==> src/rtl/core/bfst_pkg.sv <==
// Package for the best-fit free space table.
// Sizes, status codes, request codes, FSM states and memory control types.
// No dependencies.
package bfst_pkg;

    localparam int TABLE_DEPTH = 64;
    localparam int IDX_W       = $clog2(TABLE_DEPTH);
    localparam int CNT_W       = $clog2(TABLE_DEPTH + 1);
    localparam int DATA_W      = 32;
    localparam int REQ_W       = 2;
    localparam int STAT_W      = 2;
    localparam int CNT_OUT_W   = 7;
    localparam int PADDR_W     = 3;
    localparam int PDATA_W     = 32;

    localparam logic [DATA_W-1:0] INVALID_CODE_RST = 32'hFFFF_FFFF;
    localparam logic [PADDR_W-3:0] REG_INVALID_CODE = '0;

    localparam logic [REQ_W-1:0] REQ_UPDATE = 2'd0;
    localparam logic [REQ_W-1:0] REQ_REMOVE = 2'd1;
    localparam logic [REQ_W-1:0] REQ_FIND   = 2'd2;

    typedef logic [CNT_W-1:0] t_count;
    typedef logic [IDX_W-1:0] t_index;

    typedef enum logic [STAT_W-1:0] {
        ST_OK        = 2'd0,
        ST_INVALID   = 2'd1,
        ST_NOT_FOUND = 2'd2,
        ST_FULL      = 2'd3
    } t_status;

    typedef enum logic [1:0] {
        S_IDLE,
        S_SCAN,
        S_FIN
    } t_state;

    typedef struct packed {
        logic [DATA_W-1:0] id;
        logic [DATA_W-1:0] space;
    } t_entry;

    typedef struct packed {
        logic   rd_en;
        t_index rd_addr;
        logic   wr_en;
        t_index wr_addr;
        t_entry wr_data;
    } t_mem_ctl;

endpackage

==> src/rtl/core/bfst_ifs.sv <==
// Handshake interfaces for request and response words.
// Depends on bfst_pkg.
interface bfst_req_if;
    logic                        valid;
    logic                        ready;
    logic [bfst_pkg::REQ_W-1:0]  req_type;
    logic [bfst_pkg::DATA_W-1:0] page_id;
    logic [bfst_pkg::DATA_W-1:0] new_space;
    logic [bfst_pkg::DATA_W-1:0] required_space;

    modport source (output valid, req_type, page_id, new_space, required_space,
                    input ready);
    modport sink   (input valid, req_type, page_id, new_space, required_space,
                    output ready);
endinterface

interface bfst_rsp_if;
    logic                           valid;
    logic                           ready;
    logic [bfst_pkg::STAT_W-1:0]    status;
    logic [bfst_pkg::DATA_W-1:0]    found_page;
    logic [bfst_pkg::CNT_OUT_W-1:0] entry_count;

    modport source (output valid, status, found_page, entry_count, input ready);
    modport sink   (input valid, status, found_page, entry_count, output ready);
endinterface

==> src/rtl/core/bfst_store.sv <==
// Entry memory: page id and free space pairs, one write and one read port.
// Read data registered. Depends on bfst_pkg.
module bfst_store (
    input  logic              i_clk,
    input  bfst_pkg::t_mem_ctl i_ctl,
    output bfst_pkg::t_entry   o_rdata
);

    bfst_pkg::t_entry r_mem [bfst_pkg::TABLE_DEPTH];
    bfst_pkg::t_entry r_rdata;

    always_ff @(posedge i_clk) begin
        if (i_ctl.wr_en) begin
            r_mem[i_ctl.wr_addr] <= i_ctl.wr_data;
        end
        if (i_ctl.rd_en) begin
            r_rdata <= r_mem[i_ctl.rd_addr];
        end
    end

    assign o_rdata = r_rdata;

endmodule

==> src/rtl/core/best_fit_free_space_table.sv <==
// Best-fit free space table, top level.
// Requests are taken one at a time: accept, a read of every stored entry
// through the single read port, a drain step, then write-back and result,
// stalled while a result waits. The result register frees the input side.
// Reset (synchronous, active low) empties the table and restores the invalid
// page code; memory contents are left as they are, no clearing pass.
module best_fit_free_space_table (
    input  logic                         i_clk,
    input  logic                         i_rst_n,
    bfst_req_if.sink                     i_req,
    bfst_rsp_if.source                   o_rsp,
    input  logic                         psel,
    input  logic                         penable,
    input  logic                         pwrite,
    input  logic [bfst_pkg::PADDR_W-1:0] paddr,
    input  logic [bfst_pkg::PDATA_W-1:0] pwdata,
    output logic [bfst_pkg::PDATA_W-1:0] prdata,
    output logic                         pready
);

    bfst_pkg::t_state r_state, n_state;

    logic [bfst_pkg::DATA_W-1:0] r_invalid_code;

    logic [bfst_pkg::REQ_W-1:0]  r_req_type;
    logic [bfst_pkg::DATA_W-1:0] r_page_id;
    logic [bfst_pkg::DATA_W-1:0] r_new_space;
    logic [bfst_pkg::DATA_W-1:0] r_need;

    bfst_pkg::t_count r_count, n_count;
    bfst_pkg::t_count r_rd_idx, n_rd_idx;
    bfst_pkg::t_count r_chk_idx, n_chk_idx;
    logic             r_chk_v, n_chk_v;

    logic             r_hit, n_hit;
    bfst_pkg::t_index r_slot, n_slot;
    bfst_pkg::t_entry r_last, n_last;
    logic             r_have, n_have;
    logic [bfst_pkg::DATA_W-1:0] r_best_space, n_best_space;
    logic [bfst_pkg::DATA_W-1:0] r_best_id, n_best_id;

    logic                            r_out_valid, n_out_valid;
    bfst_pkg::t_status               r_out_status, n_out_status;
    logic [bfst_pkg::DATA_W-1:0]     r_out_found, n_out_found;
    logic [bfst_pkg::CNT_OUT_W-1:0]  r_out_count, n_out_count;

    bfst_pkg::t_mem_ctl mem_ctl;
    bfst_pkg::t_entry   mem_rdata;
    logic               mem_rd_en;
    logic               mem_wr_en;
    bfst_pkg::t_index   mem_wr_addr;
    bfst_pkg::t_entry   mem_wr_data;

    logic accept;
    logic out_free;
    logic fin_go;
    logic cfg_wr;
    bfst_pkg::t_count last_idx;

    bfst_store u_store (
        .i_clk   (i_clk),
        .i_ctl   (mem_ctl),
        .o_rdata (mem_rdata)
    );

    // config port
    assign pready = 1'b1;
    assign cfg_wr = psel & penable & pwrite
                  & (paddr[bfst_pkg::PADDR_W-1:2] == bfst_pkg::REG_INVALID_CODE);
    assign prdata = (paddr[bfst_pkg::PADDR_W-1:2] == bfst_pkg::REG_INVALID_CODE)
                  ? r_invalid_code : '0;

    assign out_free = ~r_out_valid | o_rsp.ready;
    assign last_idx = r_count - bfst_pkg::t_count'(1);

    // next state
    always_comb begin
        n_state = r_state;
        case (r_state)
            bfst_pkg::S_IDLE: begin
                if (i_req.valid) begin
                    n_state = bfst_pkg::S_SCAN;
                end
            end
            bfst_pkg::S_SCAN: begin
                if (r_rd_idx == r_count) begin
                    n_state = bfst_pkg::S_FIN;
                end
            end
            bfst_pkg::S_FIN: begin
                if (out_free) begin
                    n_state = bfst_pkg::S_IDLE;
                end
            end
            default: begin
                n_state = bfst_pkg::S_IDLE;
            end
        endcase
    end

    // FSM outputs
    always_comb begin
        i_req.ready = 1'b0;
        mem_rd_en   = 1'b0;
        fin_go      = 1'b0;
        case (r_state)
            bfst_pkg::S_IDLE: begin
                i_req.ready = 1'b1;
            end
            bfst_pkg::S_SCAN: begin
                mem_rd_en = (r_rd_idx != r_count);
            end
            bfst_pkg::S_FIN: begin
                fin_go = out_free;
            end
            default: begin
                i_req.ready = 1'b0;
            end
        endcase
    end

    assign accept  = i_req.valid & i_req.ready;
    assign mem_ctl = '{rd_en:   mem_rd_en,
                       rd_addr: r_rd_idx[bfst_pkg::IDX_W-1:0],
                       wr_en:   mem_wr_en,
                       wr_addr: mem_wr_addr,
                       wr_data: mem_wr_data};

    // scan and finish datapath
    always_comb begin
        n_rd_idx     = r_rd_idx;
        n_chk_v      = 1'b0;
        n_chk_idx    = r_rd_idx;
        n_hit        = r_hit;
        n_slot       = r_slot;
        n_last       = r_last;
        n_have       = r_have;
        n_best_space = r_best_space;
        n_best_id    = r_best_id;
        n_count      = r_count;
        n_out_valid  = r_out_valid & ~o_rsp.ready;
        n_out_status = r_out_status;
        n_out_found  = r_out_found;
        n_out_count  = r_out_count;
        mem_wr_en    = 1'b0;
        mem_wr_addr  = r_slot;
        mem_wr_data  = '{id: r_page_id, space: r_new_space};

        if (accept) begin
            n_rd_idx = '0;
            n_hit    = 1'b0;
            n_have   = 1'b0;
        end

        if (mem_rd_en) begin
            n_rd_idx = r_rd_idx + bfst_pkg::t_count'(1);
            n_chk_v  = 1'b1;
        end

        if (r_chk_v) begin
            if (!r_hit && mem_rdata.id == r_page_id) begin
                n_hit  = 1'b1;
                n_slot = r_chk_idx[bfst_pkg::IDX_W-1:0];
            end
            if (r_chk_idx == last_idx) begin
                n_last = mem_rdata;
            end
            if (mem_rdata.space >= r_need && (!r_have || mem_rdata.space < r_best_space)) begin
                n_have       = 1'b1;
                n_best_space = mem_rdata.space;
                n_best_id    = mem_rdata.id;
            end
        end

        if (fin_go) begin
            n_out_valid  = 1'b1;
            n_out_status = bfst_pkg::ST_OK;
            n_out_found  = r_invalid_code;
            case (r_req_type)
                bfst_pkg::REQ_UPDATE: begin
                    if (r_page_id == r_invalid_code) begin
                        n_out_status = bfst_pkg::ST_INVALID;
                    end else if (r_hit) begin
                        mem_wr_en = 1'b1;
                    end else if (r_count == bfst_pkg::t_count'(bfst_pkg::TABLE_DEPTH)) begin
                        n_out_status = bfst_pkg::ST_FULL;
                    end else begin
                        mem_wr_en   = 1'b1;
                        mem_wr_addr = r_count[bfst_pkg::IDX_W-1:0];
                        n_count     = r_count + bfst_pkg::t_count'(1);
                    end
                end
                bfst_pkg::REQ_REMOVE: begin
                    if (r_hit) begin
                        mem_wr_en   = 1'b1;
                        mem_wr_data = r_last;
                        n_count     = last_idx;
                    end else begin
                        n_out_status = bfst_pkg::ST_NOT_FOUND;
                    end
                end
                bfst_pkg::REQ_FIND: begin
                    if (r_have) begin
                        n_out_found = r_best_id;
                    end
                end
                default: begin
                    n_out_status = bfst_pkg::ST_INVALID;
                end
            endcase
            n_out_count = bfst_pkg::CNT_OUT_W'(n_count);
        end
    end

    always_ff @(posedge i_clk) begin
        if (!i_rst_n) begin
            r_state        <= bfst_pkg::S_IDLE;
            r_invalid_code <= bfst_pkg::INVALID_CODE_RST;
            r_count        <= '0;
            r_chk_v        <= 1'b0;
            r_out_valid    <= 1'b0;
        end else begin
            r_state     <= n_state;
            r_count     <= n_count;
            r_chk_v     <= n_chk_v;
            r_out_valid <= n_out_valid;
            if (cfg_wr) begin
                r_invalid_code <= pwdata[bfst_pkg::DATA_W-1:0];
            end
        end
    end

    always_ff @(posedge i_clk) begin
        if (accept) begin
            r_req_type  <= i_req.req_type;
            r_page_id   <= i_req.page_id;
            r_new_space <= i_req.new_space;
            r_need      <= i_req.required_space;
        end
        r_rd_idx     <= n_rd_idx;
        r_chk_idx    <= n_chk_idx;
        r_hit        <= n_hit;
        r_slot       <= n_slot;
        r_last       <= n_last;
        r_have       <= n_have;
        r_best_space <= n_best_space;
        r_best_id    <= n_best_id;
        r_out_status <= n_out_status;
        r_out_found  <= n_out_found;
        r_out_count  <= n_out_count;
    end

    assign o_rsp.valid       = r_out_valid;
    assign o_rsp.status      = r_out_status;
    assign o_rsp.found_page  = r_out_found;
    assign o_rsp.entry_count = r_out_count;

endmodule
==> src/flat_wrapper.sv <==
// flat-port wrapper written by rule: the top's interface ports become plain ports
module best_fit_free_space_table_flat 
  (i_clk, i_rst_n, psel, penable, pwrite, paddr, pwdata, prdata, pready, i_req_valid, i_req_req_type, i_req_page_id, i_req_new_space, i_req_required_space, i_req_ready, o_rsp_valid, o_rsp_status, o_rsp_found_page, o_rsp_entry_count, o_rsp_ready);
  bfst_req_if i_req_i ();
  bfst_rsp_if o_rsp_i ();
  input  logic i_clk;
  input  logic i_rst_n;
  input  logic psel;
  input  logic penable;
  input  logic pwrite;
  input  logic [bfst_pkg::PADDR_W-1:0] paddr;
  input  logic [bfst_pkg::PDATA_W-1:0] pwdata;
  output logic [bfst_pkg::PDATA_W-1:0] prdata;
  output logic pready;
  input wire logic [$bits(i_req_i.valid)-1:0] i_req_valid;
  input wire logic [$bits(i_req_i.req_type)-1:0] i_req_req_type;
  input wire logic [$bits(i_req_i.page_id)-1:0] i_req_page_id;
  input wire logic [$bits(i_req_i.new_space)-1:0] i_req_new_space;
  input wire logic [$bits(i_req_i.required_space)-1:0] i_req_required_space;
  output wire logic [$bits(i_req_i.ready)-1:0] i_req_ready;
  output wire logic [$bits(o_rsp_i.valid)-1:0] o_rsp_valid;
  output wire logic [$bits(o_rsp_i.status)-1:0] o_rsp_status;
  output wire logic [$bits(o_rsp_i.found_page)-1:0] o_rsp_found_page;
  output wire logic [$bits(o_rsp_i.entry_count)-1:0] o_rsp_entry_count;
  input wire logic [$bits(o_rsp_i.ready)-1:0] o_rsp_ready;
  assign i_req_i.valid = i_req_valid;
  assign i_req_i.req_type = i_req_req_type;
  assign i_req_i.page_id = i_req_page_id;
  assign i_req_i.new_space = i_req_new_space;
  assign i_req_i.required_space = i_req_required_space;
  assign i_req_ready = i_req_i.ready;
  assign o_rsp_valid = o_rsp_i.valid;
  assign o_rsp_status = o_rsp_i.status;
  assign o_rsp_found_page = o_rsp_i.found_page;
  assign o_rsp_entry_count = o_rsp_i.entry_count;
  assign o_rsp_i.ready = o_rsp_ready;
  best_fit_free_space_table u_core (.i_clk(i_clk), .i_rst_n(i_rst_n), .i_req(i_req_i), .o_rsp(o_rsp_i), .psel(psel), .penable(penable), .pwrite(pwrite), .paddr(paddr), .pwdata(pwdata), .prdata(prdata), .pready(pready));
endmodule
==> config.mk <==
export PLATFORM = sky130hd
export DESIGN_NAME = best_fit_free_space_table_flat
export DESIGN_NICKNAME = d
export VERILOG_FILES = /design/src/rtl/core/bfst_pkg.sv /design/src/rtl/core/bfst_ifs.sv /design/src/rtl/core/bfst_store.sv /design/src/rtl/core/best_fit_free_space_table.sv /design/src/flat_wrapper.sv
export SDC_FILE = /design/constraint.sdc
export NUM_CORES = 2
export LEC_CHECK = 0
export BUFFER_PORTS_ARGS = -buffer_cell sky130_fd_sc_hd__buf_2
export CAP_MARGIN = 25
export CORE_MARGIN = 2
export CORE_UTILIZATION = 60
export DETAILED_ROUTE_END_ITERATION = 12
export PLACE_DENSITY = 0.79
export SLEW_MARGIN = 10
export SYNTH_ARGS = -nofsm -noshare
export SYNTH_HDL_FRONTEND = slang
export SYNTH_SLANG_ARGS = --single-unit
==> constraint.sdc <==
create_clock -name i_clk -period 10.5 [get_ports i_clk]
set_input_delay 0 -clock i_clk [delete_from_list [all_inputs] [get_ports i_clk]]
set_output_delay 0 -clock i_clk [all_outputs]
set_load 0.02 [all_outputs]
==> Word-level counts from Yosys, hierarchy flattened <==
Memories as Yosys holds them, arrays and structs flattened. A register that Yosys moved wholly into a read port is not among the register bits.
Cells that the tools add are included.
{ "classes": {"n_reduce_logical": 12, "muxes": 46, "div_mod_pow": 0, "n_mul": 0, "n_eq_ne": 13, "addsub": 3, "bitwise": 9, "magnitude_cmp": 2, "shift": 0} }
{ "op_table": {"columns": ["op", "count"], "rows": [
  ["two-way mux 64 bit", 3],
  ["two-way mux 32 bit", 3],
  ["equality test 32 bit", 2],
  ["two-way mux 7 bit", 6],
  [">= comparator 32 bit", 1],
  ["< comparator 32 bit", 1],
  ["two-way mux 6 bit", 5],
  ["two-way mux 1 bit", 18],
  ["adder 7 x 1 -> 7 bit, second input constant", 2],
  ["equality test 7 bit", 2],
  ["two-way mux 2 bit", 7],
  ["one-hot mux 7 bit (2 select lines)", 1],
  ["one-hot mux 2 bit (3 select lines)", 2],
  ["equality test 7 bit, second input constant", 1],
  ["inequality test 7 bit", 1],
  ["subtractor 7 x 1 -> 7 bit, second input constant", 1],
  ["AND reduction 2 bit", 3],
  ["bitwise AND 1 bit", 5],
  ["equality test 2 x 1 -> 1 bit, second input constant", 2],
  ["equality test 2 bit, second input constant", 2],
  ["logical NOT 2 bit", 2],
  ["inequality test 2 x 1 -> 1 bit, second input constant", 2],
  ["NOT 1 bit", 3],
  ["AND reduction 3 bit", 1],
  ["7 further kinds", 9]
]} }
{ "totals": {"ff_bits": 332, "output_inout_bits": 76, "latch_bits": 0, "n_memories": 1, "rom_bits": 0, "input_bits": 140, "mem_bits_rw": 4096, "word_cells": 107} }
{ "mem_list": {"columns": ["name", "words", "width", "rd", "rd_ports_with_merged_regs", "wr", "line_no", "text"], "rows": [
  ["u_core.u_store.r_mem", 64, 64, 1, 1, 1, "bfst_store.sv:9", "bfst_pkg::t_entry r_mem [bfst_pkg::TABLE_DEPTH];"]
]} }

==> Depth between registers and ports, before layout <==
{ "depth": {"word_depth": 8, "depth_mapped": 10, "depth_no_buf": 9} }

==> Modules after synthesis <==
From an unflattened synthesis, not the netlist that was laid out.
{ "hier_totals": {"hier_cells": 7746, "hier_area_um2": 171777.2} }
{ "by_module_without_submodules": {"columns": ["mod", "area_per_inst_um2", "n_inst", "cells_each", "seq_area_each_um2"], "rows": [
  ["bfst_store", 156989.3, 1, 6598, 124919.8],
  ["best_fit_free_space_table", 14787.9, 1, 1148, 9449.1]
]} }

==> Worst setup path before layout <==
Ideal clock, no wire load.
{ "synth_timing": {"kind": "register to register", "startpoint": "register u_core.r_count[0]", "endpoint": "register u_core.r_last[0] (netlist bit), enable pin", "t_arrival_ps": 7551, "n_path_buf": 1, "required_ps": 9856, "setup_time_ps": 644, "slack_ps": 2305, "path_stages_with_launch": 8, "synth_period_minus_slack_ps": 8195, "cell_sequence": "dfxtp_1 clkbuf_1 inv_1 ha_1 xnor2_1 a21oi_1 o2111ai_1 nor4_1"} }
{ "synth_via": {"elab_chain_len": 3} }
{ "synth_lines": {"columns": ["item", "line_no", "text"], "rows": [
  ["start, declared", "best_fit_free_space_table.sv:30", "bfst_pkg::t_count r_count, n_count;"],
  ["start signal, assigned", "best_fit_free_space_table.sv:224", "r_count <= n_count;"],
  ["subtractor 7 x 1 -> 7 bit", "best_fit_free_space_table.sv:74", "assign last_idx = r_count - bfst_pkg::t_count'(1);"],
  ["equality test 7 bit", "best_fit_free_space_table.sv:165", "if (r_chk_idx == last_idx) begin"],
  ["AND reduction 2 bit (no line)", null, null],
  ["end signal, assigned", "best_fit_free_space_table.sv:244", "r_last <= n_last;"],
  ["end, declared", "best_fit_free_space_table.sv:37", "bfst_pkg::t_entry r_last, n_last;"]
]} }
Every way passes these cells.
A chain may end at the register's enable or synchronous reset.

==> Final worst setup path <==
{ "layout_timing": {"startpoint": "register u_core.r_page_id[2] (netlist bit)", "endpoint": "memory u_core.u_store.r_mem[30][3] (netlist bit), enable pin"} }
{ "layout_via": {"elab_chain_len": 6, "elab_cells_between_ends": 9, "classes_between": "eq/ne: 1; mux: 8"} }
{ "layout_lines": {"columns": ["item", "line_no", "text"], "rows": [
  ["start, declared", "best_fit_free_space_table.sv:26", "logic [bfst_pkg::DATA_W-1:0] r_page_id;"],
  ["start signal, assigned", "best_fit_free_space_table.sv:236", "r_page_id <= i_req.page_id;"],
  ["equality test 32 bit *", "best_fit_free_space_table.sv:181", "if (r_page_id == r_invalid_code) begin"],
  ["two-way mux 1 bit", "best_fit_free_space_table.sv:181", null],
  ["one-hot mux 1 bit (2 select lines)", "best_fit_free_space_table.sv:179", "case (r_req_type)"],
  ["two-way mux 1 bit", "best_fit_free_space_table.sv:175", "if (fin_go) begin"],
  ["two-way mux 1 bit", "bfst_store.sv:13", "if (i_ctl.wr_en) begin"],
  ["two-way mux 1 bit (not written as such)", "bfst_store.sv:14", "r_mem[i_ctl.wr_addr] <= i_ctl.wr_data;"],
  ["end, declared", "bfst_store.sv:9", null]
]} }
Every way passes the cells marked *; elsewhere a longest branch is shown, timed or not.

==> summary.txt <==
Detailed routing
  – Drt total wl: 566000 um
  – Antenna-violating nets left: 0
  – Detail-routed via count per cell: 7.70
  – DRC Markers: 0
  – Via count: slightly above 90000
  – Drt first pass iters: 9
  – WL per Instance: 46.8 um
  – Initial detailed-routing violation count: 17718

Worst setup path
  – CP Max Fanout: 28
  – Slowest stage delay, CP: 0.74 ns
  – CP Data Arrival Time: 7.05 ns
  – Slowest CP cell: xnor2_2
  – R2R depth: 11
  – CP Class: reg2reg
  – Most used cell, CP: buf_4
  – Crit path cell chain: xnor2_2, nand4_1, nor4_2, buf_4, and2_1, nor3_2, buf_4, o41a_1, nor2_4, buf_4, buf_4
  – Startpoint Class: flop
  – CP endpoint kind: flop
  – Worst EP required: 11.12 ns

Synth
  – Syn nets: 7270
  – Asr flop ratio synth: 0
  – Top post-synthesis cells by area: edfxtp_1 (78%), mux4_2 (18%), mux2_2 (0.65%)
  – Synth top area share: 0.775
  – Post-Synthesis Cells: 7059
  – Dominant cell type by area after synthesis: edfxtp_1
  – Post-Syn Area: around 0.17 mm^2
  – Seq/Total Area, Yosys: 0.781
  – Netlist cell types: 59
  – Synth warnings: 0
  – Primary FF master, synth: edfxtp_1
  – EDFF count, synth: approximately 4400
  – Synth Area per Inst: approximately 24 um^2
  – Seq cells post-synth: 4492

Clocking
  – CTS Buf Count: 420
  – Clk sink count: 4492
  – Postcts setup bufs: 0
  – Worst skew pair latency: 1.04 ns
  – Clk buf depth: 4
  – CTS tree: done
  – Htree depth: 5
  – CTS resizes: 0
  – Reg clk slew, reported paths: approximately 0.070 ns
  – Clock root buffer: clkbuf_16

STA
  – Final setup viols: 0
  – Tmin final: ~6.4 ns
  – Final Hold Vio Count: 0
  – Period utilization: 0.612
  – RSZ-0062 raised after global routing: false
  – Slew HR: 0.182
  – Tightest Pin Transition: 1.23 ns
  – Final Skew: 0.0800 ns
  – Final Slew Violations: 0
  – Setup_tns: 0 ns
  – Maximum clock frequency: 156 MHz

Power
  – Sw Share: 0.245
  – Pwr dens: 204 mW/mm^2
  – Comb pwr share: 0.107
  – NetSw: 9860 uW
  – Worst vdd ir: around 0.19 mV
  – Pint: 30400 uW
  – Clk network pwr share: 0.393
  – LEAKAGE: 0.0615 uW
  – Sequential power share: 0.499

Placed design
  – Buffers added on ports: roughly 210
  – Final RePlAce weighted congestion: 0.895
  – Detailed Place HPWL: 244000 um

Min path
  – Hold WC Path Type: in2reg
  – Hold Path Depth: 4

Global routing
  – Vias in the first global route: 93073
  – Largest net degree at the start of global routing: 151
  – Total GRT Usage: 0.383
  – Antenna violations before repair: 41
  – GR Overflow Total: 0
  – First-pass GRT wire length: 757000 um

Outcome
  – Status: finished, final reports clean

Finish
  – Share of cells above drive strength 1: 0.316
  – Area grow syn2layout: 14.7%
  – FILL cells: 15327
  – Final #Nets: 8137
  – Final design utilization: 0.692

Floorplanning
  – Die footprint: 0.291 mm^2
  – Core area: 0.285 mm^2
  – DIE HEIGHT: 539 um
  – Starting Density: 0.603
  – Die width: 539 um
  – I/O pins: 216
  – Site row count: 196

Run
  – Max Cap Viol: 0
[metal layers]
| metal | up-vias | track usage | part of all wire |
|---|---|---|---|
| met5 | - | 0 | 0.00025 |
| met4 | 22 | 0.307 | 0.099 |
| met3 | 2749 | 0.100 | 0.13 |
| met2 | 10750 | 0.603 | 0.48 |
| met1 | 47394 | 0.450 | 0.29 |
| li1 | 32093 | - | - |
[power by group through the flow]
stage | clock network, uW | registers (uW) | logic [uW]
global placement | 0 | 20500 | 3660
finish | 15800 | 20100 | 4330
detailed placement | 0 | 20500 | 3770
CTS | 15600 | 20100 | 4070
floorplan | 0 | 20400 | 2670
global route | 16400 | 20100 | 4410
[flip-flops by register name, indices dropped and copies added (netlist names), 2 cells and up]
name                      count
u_core.o_rsp.entry_count      7
u_core.o_rsp.found_page      32
u_core.r_last                64
u_core.r_need                32
u_core.u_store.r_mem       4096
u_core.r_new_space           32
u_core.r_slot                 6
u_core.r_chk_idx              7
u_core.r_best_space          32
u_core.r_state                2
u_core.o_rsp.status           2
u_core.r_invalid_code        32
u_core.r_best_id             32
u_core.n_chk_idx              7
u_core.r_page_id             32
u_core.r_count                7
u_core.u_store.o_rdata       64
u_core.r_req_type             2
[synthesized netlist by cell type, drive strengths merged, types with 3 or more instances]
library cell,count
mux4,1344
nor2,76
nand2,109
nor3,44
o21a,4
o211ai,4
a21oi,35
and4,5
nor2b,45
xor2,27
a31oi,7
and2,4
mux2,100
clkbuf,236
nand4,30
nor4,9
a21o,8
a41oi,4
buf,117
inv,79
mux2i,10
and3,3
o21ai,26
ha,71
edfxtp,4440
a211o,4
nand3,50
dfxtp,52
or4,3
a211oi,6
nand2b,9
xnor2,64
o21bai,4
[kinds of logic after synthesis]
| logic type | count (synthesis) | share of synthesized area |
|---|---|---|
| DFF | 4492 | 0.781 |
| muxes | 1454 | 0.183 |
| buffers and inverters | 432 | 0.0102 |
| and+or+nand+nor | 395 | 0.0112 |
| AOI/OAI and AO/OA | 123 | 0.00465 |
| xor gates and xnor gates | 91 | 0.00463 |
| adders and majority gates | 71 | 0.00516 |
| other | 1 | 0.0000218 |
[path summary, 6_finish.rpt]
check / slack [ns] / start / end
hold / removal: 0.09 / i_req_valid / u_core.r_state[0]
setup / recovery: 4.08 / u_core.r_page_id[2] / u_core.u_store.r_mem[30][3]
hold reg to reg: 0.45 / u_core.n_chk_idx[6] / u_core.r_chk_idx[6]
setup reg to reg: 4.08 / u_core.r_page_id[2] / u_core.u_store.r_mem[30][3]
[worst max-delay path: cells and delay by family (launching register included)]
family	cells	cell delay, ns
buf+inv	4	1.80
simple gates	5	2.21
compound gates	1	0.65
flops	1	0.50
xor+xnor	1	0.74
[what timing repair did]
item,in CTS,in global routing
endpoints found under the setup margin,0,0
hold buffers,325,0
endpoints found under the hold margin,192,0
[through the flow]
stage	cells	setup WS (ns)	cell area [um^2]	hold slack [ns]	power [uW]
finish	12072	4.08	197000	0.0856	40300
floorplan	7059	2.31	172000	0.0781	23000
global route	12054	4.25	197000	0.145	40900
CTS	11980	4.20	196000	0.0513	39800
detailed placement	10875	4.47	179000	0.178	24200
global placement	10865	4.60	179000	0.179	24100
[area by class of cell]
type	instances	area [um^2]	area share
well taps	3762	4710	0.0239
multi-input cells	2135	36500	0.185
repair buffers	798	7510	0.0381
clock inverters	271	2830	0.0143
diodes	26	65.1	0.000330
clock buffers	509	11000	0.0557
flip-flops and latches	4492	134000	0.681
inverters	79	307	0.00155
[cells in the final DEF, fill, tap and decap left out, types with 37 or more instances in the layout]
master         count
edfxtp_1        4440
ha_1              71
clkinv_2          83
clkbuf_1          78
mux2_2            85
bufinv_16         43
dlygate4sd3_1    325
nor2b_1           45
nor2_4            37
buf_4            169
dfxtp_1           52
mux4_2          1344
nand3_1           50
buf_12            74
xnor2_1           58
nor2_1            39
clkinv_1          90
inv_1             76
clkbuf_16        423
nand2_1          108
buf_2            212
(Power assumes the default switching activity.)
